### config.mk
export PLATFORM = sky130hd
export DESIGN_NAME = triangle_edge_scan_walker_unit
export DESIGN_NICKNAME = d
export VERILOG_FILES = /design/src/rtl/core/tesw_pkg.sv /design/src/rtl/core/tesw_div.sv /design/src/rtl/core/tesw_dp.sv /design/src/rtl/core/tesw_ctrl.sv /design/src/rtl/core/triangle_edge_scan_walker_unit.sv
export SDC_FILE = /design/constraint.sdc
export NUM_CORES = 1
export LEC_CHECK = 0
export BUFFER_PORTS_ARGS = -buffer_cell sky130_fd_sc_hd__buf_2
export CAP_MARGIN = 20
export CORE_MARGIN = 2
export CORE_UTILIZATION = 50
export CTS_BUF_LIST = sky130_fd_sc_hd__clkbuf_8
export DETAILED_ROUTE_END_ITERATION = 10
export GPL_TIMING_DRIVEN = 0
export PLACE_DENSITY = 0.67
export SYNTH_ARGS = -nofsm -noshare
export SYNTH_HDL_FRONTEND = slang
export SYNTH_SLANG_ARGS = --single-unit
### constraint.sdc
create_clock -name clk -period 14.2 [get_ports clk]
set_input_delay 2.84 -clock clk [delete_from_list [all_inputs] [get_ports clk]]
set_output_delay 2.84 -clock clk [all_outputs]
set_load 0.01 [all_outputs]
### src/rtl/core/tesw_pkg.sv
// shared types and constants for the triangle edge scan walker
package tesw_pkg;

    localparam int DEF_FRAC_BITS  = 8;
    localparam int DEF_COORD_BITS = 12;

    localparam int EDGE_W    = 32;
    localparam int SLOPE_W   = 24;
    localparam int CFG_W     = 12;
    localparam int CFG_IDX_W = 1;

    localparam logic [CFG_IDX_W-1:0] CFG_COLUMN_LIMIT = 1'd0;
    localparam logic [CFG_IDX_W-1:0] CFG_ROW_LIMIT    = 1'd1;

    localparam logic [CFG_W-1:0] COLUMN_LIMIT_RESET = 12'd512;
    localparam logic [CFG_W-1:0] ROW_LIMIT_RESET    = 12'd256;

    localparam logic OP_LOAD = 1'b0;
    localparam logic OP_STEP = 1'b1;

    typedef enum logic [1:0] {
        SEL_LEFT,
        SEL_RIGHT,
        SEL_RESTART
    } slope_sel_t;

    typedef struct packed {
        logic       capture;
        logic       sort_load;
        logic       div_start;
        slope_sel_t div_sel;
        logic       slope_write;
        logic       setup_emit;
        logic       step_emit;
    } tesw_cmd_t;

    typedef struct packed {
        logic div_done;
        logic out_free;
    } tesw_status_t;

endpackage

### src/rtl/core/tesw_div.sv
// iterative signed by unsigned divider, one quotient bit per cycle, truncating
module tesw_div #(
    parameter int NUM_W = 21,
    parameter int DEN_W = 13
) (
    input  logic                    clk,
    input  logic                    rst_n,
    input  logic                    start,
    input  logic signed [NUM_W-1:0] num,
    input  logic        [DEN_W-1:0] den,
    output logic                    done,
    output logic signed [NUM_W-1:0] quot
);

    localparam int CNT_W = $clog2(NUM_W + 1);

    logic                 busy_reg;
    logic                 done_reg;
    logic [CNT_W-1:0]     cnt_reg;
    logic                 neg_reg;
    logic [NUM_W-1:0]     quo_reg;
    logic [DEN_W-1:0]     rem_reg;
    logic [DEN_W-1:0]     den_reg;

    logic [DEN_W:0]       shifted;
    logic [DEN_W+1:0]     diff;
    logic                 fits;
    logic [DEN_W-1:0]     rem_next;
    logic [NUM_W-1:0]     quo_next;

    always_comb
    begin
        shifted  = {rem_reg, quo_reg[NUM_W-1]};
        diff     = {1'b0, shifted} - {2'b00, den_reg};
        fits     = !diff[DEN_W+1];
        rem_next = fits ? diff[DEN_W-1:0] : shifted[DEN_W-1:0];
        quo_next = {quo_reg[NUM_W-2:0], fits};
    end

    always_ff @(posedge clk or negedge rst_n)
    begin
        if (!rst_n)
        begin
            busy_reg <= 1'b0;
            done_reg <= 1'b0;
            cnt_reg  <= '0;
        end
        else
        begin
            done_reg <= 1'b0;
            if (start)
            begin
                busy_reg <= 1'b1;
                cnt_reg  <= CNT_W'(NUM_W);
            end
            else if (busy_reg)
            begin
                cnt_reg <= cnt_reg - 1'b1;
                if (cnt_reg == CNT_W'(1))
                begin
                    busy_reg <= 1'b0;
                    done_reg <= 1'b1;
                end
            end
        end
    end

    always_ff @(posedge clk)
    begin
        if (start)
        begin
            neg_reg <= num[NUM_W-1];
            quo_reg <= num[NUM_W-1] ? unsigned'(-num) : unsigned'(num);
            rem_reg <= '0;
            den_reg <= den;
        end
        else if (busy_reg)
        begin
            quo_reg <= quo_next;
            rem_reg <= rem_next;
        end
    end

    assign done = done_reg;
    assign quot = neg_reg ? -signed'(quo_reg) : signed'(quo_reg);

endmodule

### src/rtl/core/tesw_dp.sv
// datapath: vertex sort, slope set-up, edge stepping, config and result registers
module tesw_dp #(
    parameter int FRAC_BITS  = tesw_pkg::DEF_FRAC_BITS,
    parameter int COORD_BITS = tesw_pkg::DEF_COORD_BITS
) (
    input  logic                                     clk,
    input  logic                                     rst_n,
    input  tesw_pkg::tesw_cmd_t                      cmd,
    output tesw_pkg::tesw_status_t                   status,
    input  logic                                     cfg_write_en,
    input  logic [tesw_pkg::CFG_IDX_W-1:0]           cfg_index,
    input  logic [tesw_pkg::CFG_W-1:0]               cfg_data,
    input  logic signed [COORD_BITS+FRAC_BITS-1:0]   vert_a_x,
    input  logic signed [COORD_BITS+FRAC_BITS-1:0]   vert_a_y,
    input  logic signed [COORD_BITS+FRAC_BITS-1:0]   vert_b_x,
    input  logic signed [COORD_BITS+FRAC_BITS-1:0]   vert_b_y,
    input  logic signed [COORD_BITS+FRAC_BITS-1:0]   vert_c_x,
    input  logic signed [COORD_BITS+FRAC_BITS-1:0]   vert_c_y,
    output logic                                     out_valid,
    input  logic                                     out_stall,
    output logic signed [COORD_BITS-1:0]             scan_row,
    output logic                                     row_valid,
    output logic signed [COORD_BITS-1:0]             span_left,
    output logic signed [COORD_BITS-1:0]             span_right,
    output logic                                     left_in_range,
    output logic                                     right_in_range,
    output logic                                     last_row
);

    import tesw_pkg::*;

    localparam int IN_W  = COORD_BITS + FRAC_BITS;
    localparam int ROW_W = COORD_BITS + 1;
    localparam int DX_W  = IN_W + 1;
    localparam int QW    = (DX_W > SLOPE_W) ? DX_W : SLOPE_W;

    localparam logic signed [IN_W-1:0]   BIAS_IN =
        {{(IN_W-FRAC_BITS){1'b0}}, {FRAC_BITS{1'b1}}};
    localparam logic signed [EDGE_W-1:0] BIAS_EDGE =
        {{(EDGE_W-FRAC_BITS){1'b0}}, {FRAC_BITS{1'b1}}};
    localparam logic signed [EDGE_W-1:0] SAT_HI =
        {{(EDGE_W-COORD_BITS+1){1'b0}}, {(COORD_BITS-1){1'b1}}};
    localparam logic signed [EDGE_W-1:0] SAT_LO = -SAT_HI - 1;

    function automatic logic signed [ROW_W-1:0] to_row(input logic signed [IN_W-1:0] v);
        logic signed [IN_W-1:0] b;
        b = v + (v[IN_W-1] ? BIAS_IN : '0);
        return ROW_W'(signed'(b[IN_W-1:FRAC_BITS]));
    endfunction

    function automatic logic signed [EDGE_W-1:0] to_col(input logic signed [EDGE_W-1:0] e);
        logic signed [EDGE_W-1:0] b;
        b = e + (e[EDGE_W-1] ? BIAS_EDGE : '0);
        return b >>> FRAC_BITS;
    endfunction

    function automatic logic signed [COORD_BITS-1:0] sat(input logic signed [EDGE_W-1:0] v);
        logic signed [EDGE_W-1:0] c;
        c = v;
        if (v > SAT_HI)
        begin
            c = SAT_HI;
        end
        if (v < SAT_LO)
        begin
            c = SAT_LO;
        end
        return c[COORD_BITS-1:0];
    endfunction

    function automatic logic can_walk(
        input logic signed [ROW_W-1:0]  row,
        input logic signed [ROW_W-1:0]  fin,
        input logic signed [EDGE_W-1:0] lim
    );
        return (row <= fin) && (EDGE_W'(row) < lim);
    endfunction

    // configuration
    logic [CFG_W-1:0] col_lim_reg;
    logic [CFG_W-1:0] row_lim_reg;
    logic signed [EDGE_W-1:0] col_lim_s;
    logic signed [EDGE_W-1:0] row_lim_s;

    always_ff @(posedge clk or negedge rst_n)
    begin
        if (!rst_n)
        begin
            col_lim_reg <= COLUMN_LIMIT_RESET;
            row_lim_reg <= ROW_LIMIT_RESET;
        end
        else if (cfg_write_en)
        begin
            unique case (cfg_index)
                CFG_COLUMN_LIMIT: col_lim_reg <= cfg_data;
                CFG_ROW_LIMIT:    row_lim_reg <= cfg_data;
            endcase
        end
    end

    assign col_lim_s = signed'(EDGE_W'(col_lim_reg));
    assign row_lim_s = signed'(EDGE_W'(row_lim_reg));

    // captured vertices and sort
    logic signed [IN_W-1:0] vx_reg [3];
    logic signed [IN_W-1:0] vy_reg [3];
    logic signed [IN_W-1:0] sx [3];
    logic signed [IN_W-1:0] sy [3];
    logic signed [IN_W-1:0] tx;
    logic signed [IN_W-1:0] ty;

    always_ff @(posedge clk)
    begin
        if (cmd.capture)
        begin
            vx_reg[0] <= vert_a_x;
            vy_reg[0] <= vert_a_y;
            vx_reg[1] <= vert_b_x;
            vy_reg[1] <= vert_b_y;
            vx_reg[2] <= vert_c_x;
            vy_reg[2] <= vert_c_y;
        end
    end

    always_comb
    begin
        sx = vx_reg;
        sy = vy_reg;
        tx = '0;
        ty = '0;
        if (sy[0] > sy[1])
        begin
            tx = sx[0]; sx[0] = sx[1]; sx[1] = tx;
            ty = sy[0]; sy[0] = sy[1]; sy[1] = ty;
        end
        if (sy[1] > sy[2])
        begin
            tx = sx[1]; sx[1] = sx[2]; sx[2] = tx;
            ty = sy[1]; sy[1] = sy[2]; sy[2] = ty;
        end
        if (sy[0] > sy[1])
        begin
            tx = sx[0]; sx[0] = sx[1]; sx[1] = tx;
            ty = sy[0]; sy[0] = sy[1]; sy[1] = ty;
        end
    end

    // walker state
    logic signed [ROW_W-1:0]   cur_row_reg;
    logic signed [ROW_W-1:0]   mid_row_reg;
    logic signed [ROW_W-1:0]   fin_row_reg;
    logic signed [IN_W-1:0]    top_x_reg;
    logic signed [IN_W-1:0]    mid_x_reg;
    logic signed [IN_W-1:0]    fin_x_reg;
    logic signed [EDGE_W-1:0]  left_edge_reg;
    logic signed [EDGE_W-1:0]  right_edge_reg;
    logic signed [SLOPE_W-1:0] left_slope_reg;
    logic signed [SLOPE_W-1:0] right_slope_reg;
    logic signed [SLOPE_W-1:0] restart_slope_reg;
    logic                      walking_reg;

    // slope divider operands
    logic signed [DX_W-1:0]  div_num;
    logic signed [ROW_W-1:0] div_dr;
    logic        [ROW_W-1:0] div_den;
    logic                    div_done;
    logic signed [DX_W-1:0]  div_q;
    logic signed [QW-1:0]    q_wide;
    logic signed [SLOPE_W-1:0] slope_new;

    always_comb
    begin
        unique case (cmd.div_sel)
            SEL_LEFT:
            begin
                div_num = DX_W'(mid_x_reg) - DX_W'(top_x_reg);
                div_dr  = mid_row_reg - cur_row_reg;
            end
            SEL_RIGHT:
            begin
                div_num = DX_W'(fin_x_reg) - DX_W'(top_x_reg);
                div_dr  = fin_row_reg - cur_row_reg;
            end
            SEL_RESTART:
            begin
                div_num = DX_W'(fin_x_reg) - DX_W'(mid_x_reg);
                div_dr  = fin_row_reg - mid_row_reg;
            end
            default:
            begin
                div_num = '0;
                div_dr  = '0;
            end
        endcase
        div_den = unsigned'(div_dr) + 1'b1;
    end

    tesw_div #(
        .NUM_W (DX_W),
        .DEN_W (ROW_W)
    ) u_div (
        .clk   (clk),
        .rst_n (rst_n),
        .start (cmd.div_start),
        .num   (div_num),
        .den   (div_den),
        .done  (div_done),
        .quot  (div_q)
    );

    assign q_wide    = QW'(div_q);
    assign slope_new = q_wide[SLOPE_W-1:0];

    // one scanline
    logic                      at_mid;
    logic signed [EDGE_W-1:0]  eff_left;
    logic signed [SLOPE_W-1:0] eff_lslope;
    logic signed [EDGE_W-1:0]  edge_lo;
    logic signed [EDGE_W-1:0]  edge_hi;
    logic signed [EDGE_W-1:0]  col_l;
    logic signed [EDGE_W-1:0]  col_r;
    logic                      row_ok;
    logic signed [ROW_W-1:0]   row_next;
    logic                      setup_walk;

    always_comb
    begin
        at_mid     = (cur_row_reg == mid_row_reg);
        eff_left   = at_mid ? EDGE_W'(mid_x_reg) : left_edge_reg;
        eff_lslope = at_mid ? restart_slope_reg : left_slope_reg;
        edge_lo    = (eff_left < right_edge_reg) ? eff_left : right_edge_reg;
        edge_hi    = (eff_left < right_edge_reg) ? right_edge_reg : eff_left;
        col_l      = to_col(edge_lo);
        col_r      = to_col(edge_hi);
        row_ok     = (cur_row_reg >= 0) && (EDGE_W'(cur_row_reg) < row_lim_s);
        row_next   = cur_row_reg + ROW_W'(1);
        setup_walk = can_walk(cur_row_reg, fin_row_reg, row_lim_s);
    end

    always_ff @(posedge clk or negedge rst_n)
    begin
        if (!rst_n)
        begin
            cur_row_reg <= '0;
            walking_reg <= 1'b0;
        end
        else if (cmd.sort_load)
        begin
            cur_row_reg <= to_row(sy[0]);
        end
        else if (cmd.setup_emit)
        begin
            walking_reg <= setup_walk;
        end
        else if (cmd.step_emit && walking_reg)
        begin
            cur_row_reg <= row_next;
            walking_reg <= can_walk(row_next, fin_row_reg, row_lim_s);
        end
    end

    always_ff @(posedge clk)
    begin
        if (cmd.sort_load)
        begin
            mid_row_reg    <= to_row(sy[1]);
            fin_row_reg    <= to_row(sy[2]);
            top_x_reg      <= sx[0];
            mid_x_reg      <= sx[1];
            fin_x_reg      <= sx[2];
            left_edge_reg  <= EDGE_W'(sx[0]);
            right_edge_reg <= EDGE_W'(sx[0]);
        end
        else if (cmd.step_emit && walking_reg)
        begin
            left_edge_reg  <= eff_left + EDGE_W'(eff_lslope);
            left_slope_reg <= eff_lslope;
            right_edge_reg <= right_edge_reg + EDGE_W'(right_slope_reg);
        end
        if (cmd.slope_write)
        begin
            unique case (cmd.div_sel)
                SEL_LEFT:    left_slope_reg    <= slope_new;
                SEL_RIGHT:   right_slope_reg   <= slope_new;
                SEL_RESTART: restart_slope_reg <= slope_new;
                default:     restart_slope_reg <= restart_slope_reg;
            endcase
        end
    end

    // result register
    logic                         out_valid_reg;
    logic signed [COORD_BITS-1:0] scan_row_reg;
    logic                         row_valid_reg;
    logic signed [COORD_BITS-1:0] span_left_reg;
    logic signed [COORD_BITS-1:0] span_right_reg;
    logic                         left_in_range_reg;
    logic                         right_in_range_reg;
    logic                         last_row_reg;

    always_ff @(posedge clk or negedge rst_n)
    begin
        if (!rst_n)
        begin
            out_valid_reg <= 1'b0;
        end
        else if (cmd.setup_emit || cmd.step_emit)
        begin
            out_valid_reg <= 1'b1;
        end
        else if (!out_stall)
        begin
            out_valid_reg <= 1'b0;
        end
    end

    always_ff @(posedge clk)
    begin
        if (cmd.setup_emit || (cmd.step_emit && !walking_reg))
        begin
            scan_row_reg       <= sat(EDGE_W'(cur_row_reg));
            row_valid_reg      <= 1'b0;
            span_left_reg      <= '0;
            span_right_reg     <= '0;
            left_in_range_reg  <= 1'b0;
            right_in_range_reg <= 1'b0;
            last_row_reg       <= cmd.setup_emit ? !setup_walk : 1'b1;
        end
        else if (cmd.step_emit)
        begin
            scan_row_reg       <= sat(EDGE_W'(cur_row_reg));
            row_valid_reg      <= row_ok;
            span_left_reg      <= sat(col_l);
            span_right_reg     <= sat(col_r);
            left_in_range_reg  <= row_ok && (col_l >= 0) && (col_l < col_lim_s);
            right_in_range_reg <= row_ok && (col_r >= 0) && (col_r < col_lim_s);
            last_row_reg       <= !can_walk(row_next, fin_row_reg, row_lim_s);
        end
    end

    assign status.div_done = div_done;
    assign status.out_free = !out_valid_reg || !out_stall;

    assign out_valid      = out_valid_reg;
    assign scan_row       = scan_row_reg;
    assign row_valid      = row_valid_reg;
    assign span_left      = span_left_reg;
    assign span_right     = span_right_reg;
    assign left_in_range  = left_in_range_reg;
    assign right_in_range = right_in_range_reg;
    assign last_row       = last_row_reg;

endmodule

### src/rtl/core/tesw_ctrl.sv
// controller: sequences set-up, slope divisions and scanline steps
module tesw_ctrl (
    input  logic                   clk,
    input  logic                   rst_n,
    input  logic                   in_valid,
    input  logic                   opcode,
    output logic                   in_stall,
    input  tesw_pkg::tesw_status_t status,
    output tesw_pkg::tesw_cmd_t    cmd
);

    import tesw_pkg::*;

    typedef enum logic [2:0] {
        S_IDLE,
        S_SORT,
        S_DIV_GO,
        S_DIV_WAIT,
        S_SETUP_OUT,
        S_STEP_OUT
    } state_t;

    state_t     state_reg;
    slope_sel_t sel_reg;

    always_ff @(posedge clk or negedge rst_n)
    begin
        if (!rst_n)
        begin
            state_reg <= S_IDLE;
            sel_reg   <= SEL_LEFT;
        end
        else
        begin
            unique case (state_reg)
                S_IDLE:
                begin
                    if (in_valid)
                    begin
                        state_reg <= (opcode == OP_LOAD) ? S_SORT : S_STEP_OUT;
                    end
                end
                S_SORT:
                begin
                    sel_reg   <= SEL_LEFT;
                    state_reg <= S_DIV_GO;
                end
                S_DIV_GO:
                begin
                    state_reg <= S_DIV_WAIT;
                end
                S_DIV_WAIT:
                begin
                    if (status.div_done)
                    begin
                        unique case (sel_reg)
                            SEL_LEFT:
                            begin
                                sel_reg   <= SEL_RIGHT;
                                state_reg <= S_DIV_GO;
                            end
                            SEL_RIGHT:
                            begin
                                sel_reg   <= SEL_RESTART;
                                state_reg <= S_DIV_GO;
                            end
                            default:
                            begin
                                state_reg <= S_SETUP_OUT;
                            end
                        endcase
                    end
                end
                S_SETUP_OUT, S_STEP_OUT:
                begin
                    if (status.out_free)
                    begin
                        state_reg <= S_IDLE;
                    end
                end
                default:
                begin
                    state_reg <= S_IDLE;
                end
            endcase
        end
    end

    always_comb
    begin
        cmd.capture     = in_valid && (state_reg == S_IDLE);
        cmd.sort_load   = (state_reg == S_SORT);
        cmd.div_start   = (state_reg == S_DIV_GO);
        cmd.div_sel     = sel_reg;
        cmd.slope_write = (state_reg == S_DIV_WAIT) && status.div_done;
        cmd.setup_emit  = (state_reg == S_SETUP_OUT) && status.out_free;
        cmd.step_emit   = (state_reg == S_STEP_OUT) && status.out_free;
    end

    assign in_stall = (state_reg != S_IDLE);

endmodule

### src/rtl/core/triangle_edge_scan_walker_unit.sv
// top level of the triangle edge scan walker
//
// input channel (in_valid / in_stall): opcode load takes three vertices in signed
// fixed point, sorts them by y and sets up both edges; opcode step walks one scanline.
// output channel (out_valid / out_stall): exactly one result per input transfer.
// config port: cfg_write_en with cfg_index 0 writes column_limit, 1 writes row_limit.
// one item is in work at a time; the input is free again once the result is written
// to the output register, even while that result still waits.
// step: accept, then one edge add and compare into the result.
// load: accept, sort, then the shared one-bit-per-cycle slope divider runs three
// divisions in turn before the set-up result is written.
// reset clears the walker: a step before any load reports row 0 with last_row set;
// limits return to 512 columns and 256 rows.
// when out_stall holds, the finished result stays in the output register and the
// next item is accepted but waits until that transfer completes.
module triangle_edge_scan_walker_unit #(
    parameter int FRAC_BITS  = tesw_pkg::DEF_FRAC_BITS,
    parameter int COORD_BITS = tesw_pkg::DEF_COORD_BITS
) (
    input  logic                                   clk,
    input  logic                                   rst_n,
    input  logic                                   cfg_write_en,
    input  logic [tesw_pkg::CFG_IDX_W-1:0]         cfg_index,
    input  logic [tesw_pkg::CFG_W-1:0]             cfg_data,
    input  logic                                   in_valid,
    output logic                                   in_stall,
    input  logic                                   opcode,
    input  logic signed [COORD_BITS+FRAC_BITS-1:0] vert_a_x,
    input  logic signed [COORD_BITS+FRAC_BITS-1:0] vert_a_y,
    input  logic signed [COORD_BITS+FRAC_BITS-1:0] vert_b_x,
    input  logic signed [COORD_BITS+FRAC_BITS-1:0] vert_b_y,
    input  logic signed [COORD_BITS+FRAC_BITS-1:0] vert_c_x,
    input  logic signed [COORD_BITS+FRAC_BITS-1:0] vert_c_y,
    output logic                                   out_valid,
    input  logic                                   out_stall,
    output logic signed [COORD_BITS-1:0]           scan_row,
    output logic                                   row_valid,
    output logic signed [COORD_BITS-1:0]           span_left,
    output logic signed [COORD_BITS-1:0]           span_right,
    output logic                                   left_in_range,
    output logic                                   right_in_range,
    output logic                                   last_row
);

    import tesw_pkg::*;

    tesw_cmd_t    cmd;
    tesw_status_t status;

    tesw_ctrl u_ctrl (
        .clk      (clk),
        .rst_n    (rst_n),
        .in_valid (in_valid),
        .opcode   (opcode),
        .in_stall (in_stall),
        .status   (status),
        .cmd      (cmd)
    );

    tesw_dp #(
        .FRAC_BITS  (FRAC_BITS),
        .COORD_BITS (COORD_BITS)
    ) u_dp (
        .clk            (clk),
        .rst_n          (rst_n),
        .cmd            (cmd),
        .status         (status),
        .cfg_write_en   (cfg_write_en),
        .cfg_index      (cfg_index),
        .cfg_data       (cfg_data),
        .vert_a_x       (vert_a_x),
        .vert_a_y       (vert_a_y),
        .vert_b_x       (vert_b_x),
        .vert_b_y       (vert_b_y),
        .vert_c_x       (vert_c_x),
        .vert_c_y       (vert_c_y),
        .out_valid      (out_valid),
        .out_stall      (out_stall),
        .scan_row       (scan_row),
        .row_valid      (row_valid),
        .span_left      (span_left),
        .span_right     (span_right),
        .left_in_range  (left_in_range),
        .right_in_range (right_in_range),
        .last_row       (last_row)
    );

endmodule

==> results of run 1 <==
-- critical path, delay by kind of cell, from the launching register on --
family	cells	cell delay, ps
simple gates	12	3070
flops	1	480
fa+ha+maj	4	1320
buf+inv	14	4690
compound gates	11	2680
mux	4	1130
-- metrics by stage --
step	util, %	setup WS [ps]	setup TNS [ps]	cells	area, um^2
after floorplan	-	3084	0	3936	35340
after detailed placement	53.70	-1897	-34440	5066	37610
after CTS	56.08	17.93	0	5223	39270
after global routing	56.14	38.52	0	5225	39310
final	56.14	648.0	0	5226	39320
after global placement	53.42	-1763	-33170	5056	37410
-- per-layer routing --
metal,wire length [um],vias up,GRT usage (%)
li1,-,14980,-
met1,47610,14510,39.39
met2,48070,1180,46.10
met3,7404,247,4.596
met4,4624,4,11.84
met5,29,-,0
-- cell families after synthesis --
| group | Yosys count | share of synthesized area, % |
|---|---|---|
| flip-flops | 473 | 37.67 |
| adder cells (fa/ha/maj) | 343 | 12.32 |
| buffers and inverters | 449 | 4.936 |
| XOR/XNOR | 225 | 5.598 |
| AO/OA/AOI/OAI | 1121 | 20.33 |
| multiplexers | 117 | 3.442 |
| AND/OR/NAND/NOR | 1208 | 15.71 |
-- power by group --
| group | internal (W) | total, W | switching (W) | leakage (nW) |
|---|---|---|---|---|
| logic | 0.00203 | 0.00536 | 0.00333 | 11.1 |
| clock network | 0.000642 | 0.00125 | 0.000609 | 0.975 |
| registers | 0.00197 | 0.00223 | 0.000259 | 4.40 |
| total | 0.00464 | 0.00884 | 0.00420 | 16.5 |
-- cells in the final DEF, fill, tap and decap left out, types with 28 or more instances in the layout --
cell type	synthesis	routed
a21boi_0	31	31
edfxtp_1	358	358
a21oi_1	262	262
inv_1	293	326
clkbuf_1	102	96
nand4_1	54	54
ha_1	335	335
nand2b_1	35	35
nand3_1	86	86
a21o_1	76	76
nor3_1	88	87
o31ai_1	30	30
nor2_1	312	311
a31oi_1	58	58
mux2i_1	81	81
dfrtp_1	49	49
clkbuf_8	0	95
o21a_1	60	60
o22ai_1	56	56
or3_1	33	33
nor2b_1	35	35
xnor2_1	150	150
mux2_2	36	36
dfxtp_1	64	64
nand2_1	442	441
xor2_1	74	74
a211oi_1	38	38
buf_2	11	195
o21ai_0	288	288
and3_1	28	28
-- area by class of cell --
type	count	area [um^2]	share of cell area (%)
Clock inverter	62	337.8	0.8592
Inverter	296	1111	2.826
Clock buffer	95	1308	3.326
Buffer	153	648.1	1.648
Tap cell	940	1176	2.991
Sequential cell	473	13310	33.85
Multi-Input combinational cell	3014	20310	51.67
Timing Repair Buffer	191	1106	2.813
Antenna cell	2	5.005	0.01273
-- path summary, 6_finish.rpt --
check,slack [ps],endpoint,start,cells past startpoint
setup / recovery,650,u_dp.cur_row_reg[6],u_dp.vy_reg[59],45
hold / removal,450,u_dp.span_right[11],u_dp.span_right[11],2
min in group asynchronous,2050,u_dp.cur_row_reg[9],rst_n,1
max in group asynchronous,11570,u_dp.row_lim_reg[8],rst_n,2
setup reg to reg,650,u_dp.cur_row_reg[6],u_dp.vy_reg[59],45
hold reg to reg,450,u_dp.span_right[11],u_dp.span_right[11],2
==> flow_summary.json, run 1 <==
{
  "drive_gt1_share_pct": 10.50,
  "ys_types": 96,
  "synth_top_area_cell": "edfxtp_1",
  "hold_viol": 0,
  "final_nets": 4696,
  "clock.fmax_mhz": 73.79,
  "power_w": 0.008837,
  "cp.required_ps": 14800,
  "grt_max_degree": 43,
  "whs_ps": 448.8,
  "synth_ff_type": "edfxtp_1",
  "cts_root_buf": "clkbuf_8",
  "synthCells": 3936,
  "antenna_found_initial": 3,
  "cts_resized": 9,
  "ys_seq_area_share_pct": 37.67,
  "io_pins": 181,
  "leakage_nw": 16.45,
  "numCtsBuffers": 85,
  "routed_via_density": 5.916,
  "min_period_over_period_pct": 95.44,
  "synthTopCellsByArea": "edfxtp_1 (30%), ha_1 (12%), nand2_1 (4.7%), o21ai_0 (4.1%), xnor2_1 (3.7%)",
  "clock_latency_ps": 730,
  "crit_path_frequent_cell": "clkbuf_2",
  "clk_pin_slew_ps": 60,
  "clock_sinks": 473,
  "postCtsSetupBuffers": 0,
  "grt_overflow": 0,
  "num_rows": 97,
  "synth_area_per_cell_um2": 8.977,
  "dr.first_iter.drc_count": 2704,
  "grt_first_pass_wirelength_um": 166200,
  "die_w_um": 269.8,
  "status": "finished, final reports clean",
  "cts_tree": "yes",
  "gp_congestion": 0.9764,
  "finalSetupViolCount": 0,
  "die_h_um": 269.8,
  "cap_violations": 0,
  "drcViolationCount": 0,
  "vias": 30920,
  "crit_arrival_ps": 14160,
  "hold_class": "flip-flop to flip-flop",
  "relSlewSlack_pct": 27.48,
  "syn-cell-area_mm2": 0.03534,
  "end_kind": "flip-flop",
  "drtPass1Iterations": 6,
  "htreeDepth": 3,
  "fillers": 6442,
  "grt_pass1_vias": 29470,
  "port_buffers": 180,
  "crit_type": "flip-flop to flip-flop",
  "postCtsHoldBufs": 0,
  "slew_violations": 0,
  "yosys_warnings": 0,
  "synth_most_common_cell": "nand2_1",
  "syn_nets": 4418,
  "drt-wirelength-per-cell_um": 20.62,
  "start_util_pct": 50.46,
  "skew_ps": 61.28,
  "grt_setup_unrepaired": "false",
  "power_density_mw_per_mm2": 224.8,
  "grt_util_all_layers_pct": 28.97,
  "area_growth_pct": 11.27,
  "synth_common_cells": "nand2_1 (442), edfxtp_1 (358), ha_1 (335)",
  "vdd_drop_max_mv": 0.09870,
  "cp-start-kind": "flip-flop",
  "antenna_left": 0,
  "crit_slowest_cell": "o22ai_1",
  "core_area_mm2": 0.07003,
  "min_period_ps": 13550,
  "synth-edff-count": 358,
  "ctsLongestPathBuffers": 3,
  "dieArea_mm2": 0.07281,
  "wl_um": 107700,
  "dp_hpwl_um": 86180,
  "synth_top_cell_area_share_pct": 30.42,
  "path_max_fanout": 10,
  "async_flop_share_pct": 10.78,
  "worstMarginPinSlew_ps": 1074,
  "synth_seq_cells": 473,
  "max_stage_delay_ps": 710
}
No activity file was read; power rests on OpenSTA's default activity.
==> run 2: changes to the inputs <==
--- a/config.mk
+++ b/config.mk
@@ -8,11 +8,11 @@
 export BUFFER_PORTS_ARGS = -buffer_cell sky130_fd_sc_hd__buf_2
 export CAP_MARGIN = 20
 export CORE_MARGIN = 2
-export CORE_UTILIZATION = 50
+export CORE_UTILIZATION = 55
 export CTS_BUF_LIST = sky130_fd_sc_hd__clkbuf_8
 export DETAILED_ROUTE_END_ITERATION = 10
 export GPL_TIMING_DRIVEN = 0
-export PLACE_DENSITY = 0.67
+export PLACE_DENSITY = 0.73
 export SYNTH_ARGS = -nofsm -noshare
 export SYNTH_HDL_FRONTEND = slang
 export SYNTH_SLANG_ARGS = --single-unit
==> constraint.sdc (replaced) <==
create_clock -name clk -period 14.2 [get_ports clk]
set_input_delay 0 -clock clk [delete_from_list [all_inputs] [get_ports clk]]
set_output_delay 0 -clock clk [all_outputs]
set_load 0.01 [all_outputs]
==> run 2 against run 1 <==
  * Utilization up 10 points
  * Via count up 6.0%
  * Sequential share of layout area down 2.2 points
  * Critical path type unchanged
  * Highest routed layer is now met4
==> flow_summary.json, run 2 (synthesized netlist as in run 1, its figures left out) <==
{
  "status": "finished, final reports clean",
  "clk_pin_slew_ps": 80,
  "start_util_pct": 55.81,
  "dp_hpwl_um": 83690,
  "worstMarginPinSlew_ps": 1109,
  "drcViolationCount": 0,
  "routed_via_density": 6.064,
  "drtPass1Iterations": 8,
  "num_rows": 92,
  "fillers": 5150,
  "grt_overflow": 0,
  "grt_max_degree": 65,
  "layout_common_cells": "nand2_1 (441), edfxtp_1 (358), ha_1 (335), inv_1 (313), nor2_1 (311)",
  "final-seq-area_mm2": 0.01331,
  "gp_congestion": 0.9781,
  "die_w_um": 257.5,
  "hold_depth": 3,
  "clock_sinks": 473,
  "drive_gt1_share_pct": 10.03,
  "grt_pass1_vias": 31760,
  "hold_class": "input port to flip-flop",
  "cp-start-kind": "flip-flop",
  "final_nets": 4974,
  "crit_slowest_cell": "o221ai_1",
  "drt-wirelength-per-cell_um": 20.80,
  "relSlewSlack_pct": 25.47,
  "ctsLongestPathBuffers": 3,
  "multi_input_area_mm2": 0.02031,
  "power_density_mw_per_mm2": 213.6,
  "rr_endpoint": "u_dp.cur_row_reg[6]",
  "numCtsBuffers": 81,
  "fin_area_mm2": 0.04210,
  "end_kind": "flip-flop",
  "area_growth_pct": 19.15,
  "grt_first_pass_wirelength_um": 172900,
  "clock.fmax_mhz": 73.74,
  "antenna_left": 0,
  "grt_setup_unrepaired": "false",
  "cp-startpoint": "u_dp.vy_reg[53]",
  "port_buffers": 180,
  "dieArea_mm2": 0.06629,
  "leakage_nw": 17.60,
  "rrSetupSlack_ps": 640,
  "path_max_fanout": 10,
  "hold_end": "u_dp.row_lim_reg[7]",
  "wl_um": 112400,
  "crit_path_frequent_cell": "clkbuf_2",
  "core_area_mm2": 0.06331,
  "layoutNonFillerInstCount": 5407,
  "rr_worst_depth": 45,
  "dp_cells": 4969,
  "slew_violations": 0,
  "cap_violations": 0,
  "antenna_found_initial": 3,
  "htreeDepth": 3,
  "skew_ps": 50.16,
  "cp.required_ps": 14810,
  "placed_cell_area_mm2": 0.03745,
  "hold_path_startpoint": "cfg_data[7]",
  "clock_latency_ps": 730,
  "r2r-start": "u_dp.vy_reg[53]",
  "min_period_over_period_pct": 95.50,
  "postCtsSetupBuffers": 0,
  "cts_tree": "yes",
  "min_period_ps": 13560,
  "vdd_drop_max_mv": 0.1008,
  "die_h_um": 257.5,
  "dr.first_iter.drc_count": 3505,
  "finalSetupViolCount": 0,
  "layout_commonest_cell": "nand2_1",
  "crit_type": "flip-flop to flip-flop",
  "vias": 32790,
  "crit_arrival_ps": 14180,
  "cts_root_buf": "clkbuf_8",
  "max_stage_delay_ps": 790,
  "hold_viol": 0,
  "grt_util_all_layers_pct": 33.18,
  "io_pins": 181
}
==> run 2: changes by cell type in the layout (fill, tap and decap cells not counted), moves of 2 or more <==
cell | previous run | this run
dlygate4sd3_1 | 0 | 283
clkinv_1 | 14 | 10
bufinv_16 | 1 | 6
inv_8 | 2 | 0
clkbuf_2 | 8 | 10
clkbuf_8 | 95 | 93
buf_4 | 7 | 5
diode_2 | 2 | 4
clkinv_8 | 0 | 2
inv_1 | 326 | 313
clkinvlp_4 | 0 | 4
==> run 2: worst max path at each step <==
stage                                      end  slack (ps)  cells after the start
after floorplan           u_dp.mid_row_reg[11]        3080                     46
after global placement    u_dp.mid_row_reg[10]       -1380                     47
after detailed placement  u_dp.mid_row_reg[11]       -1370                     47
after CTS                 u_dp.mid_row_reg[11]          60                     47
after global routing       u_dp.cur_row_reg[6]         110                     47
final                      u_dp.cur_row_reg[6]         640                     45
==> run 2: what timing repair did <==
action | in CTS | in global routing
hold buffers | 283 | 0
endpoints found under the setup margin | 25 | 25
hold endpoints to repair | 225 | 0
gates resized for setup | 6 | 15
pin swaps | 0 | 0
==> run 2: critical path, delay by kind of cell (launching register included) <==
family / cells / cell delay [ps]
multiplexers: 3 / 1010
buffers and inverters: 12 / 3740
AO/OA/AOI/OAI: 12 / 3520
adder cells (fa/ha/maj): 4 / 1310
flip-flops: 1 / 490
AND/OR/NAND/NOR: 14 / 3350
==> run 2: stage by stage <==
step                      worst slack, ps  TNS (ps)  hold WS, ps  total power [W]  util [%]
after floorplan                      3084         0       -295.6         0.006023         -
after global placement              -1376    -26090        176.1         0.007352     58.91
after detailed placement            -1367    -25770        30.61         0.007442     59.15
after CTS                           64.85         0        57.06         0.008862     66.39
after global routing                106.4         0        79.51         0.009641     66.50
final                               639.4         0        97.97         0.008992     66.50
==> run 2: metal layers <==
metal,up-vias,track usage [%],routed length (um)
met2,1564,54.35,51700
met5,-,0,0
li1,15520,-,-
met3,340,6.541,9810
met1,15360,42.65,46020
met4,0,14.45,4914
==> run 2: layout make-up <==
class / count / share of cell area, %
sequential: 473 / 31.61
multi-input combinational: 3014 / 48.23
antenna: 4 / 0.02377
buffer: 153 / 1.542
inverter: 296 / 2.639
tap: 846 / 2.514
clock inverter: 55 / 1.091
timing repair buffer: 473 / 9.302
clock buffer: 93 / 3.040
==> run 2: report_power, final <==
part,switching [W],leakage (nW),total [W],internal (W)
Combinational,0.00334,12.2,0.00543,0.00208
Clock,0.000618,0.959,0.00134,0.000720
Sequential,0.000263,4.40,0.00223,0.00197
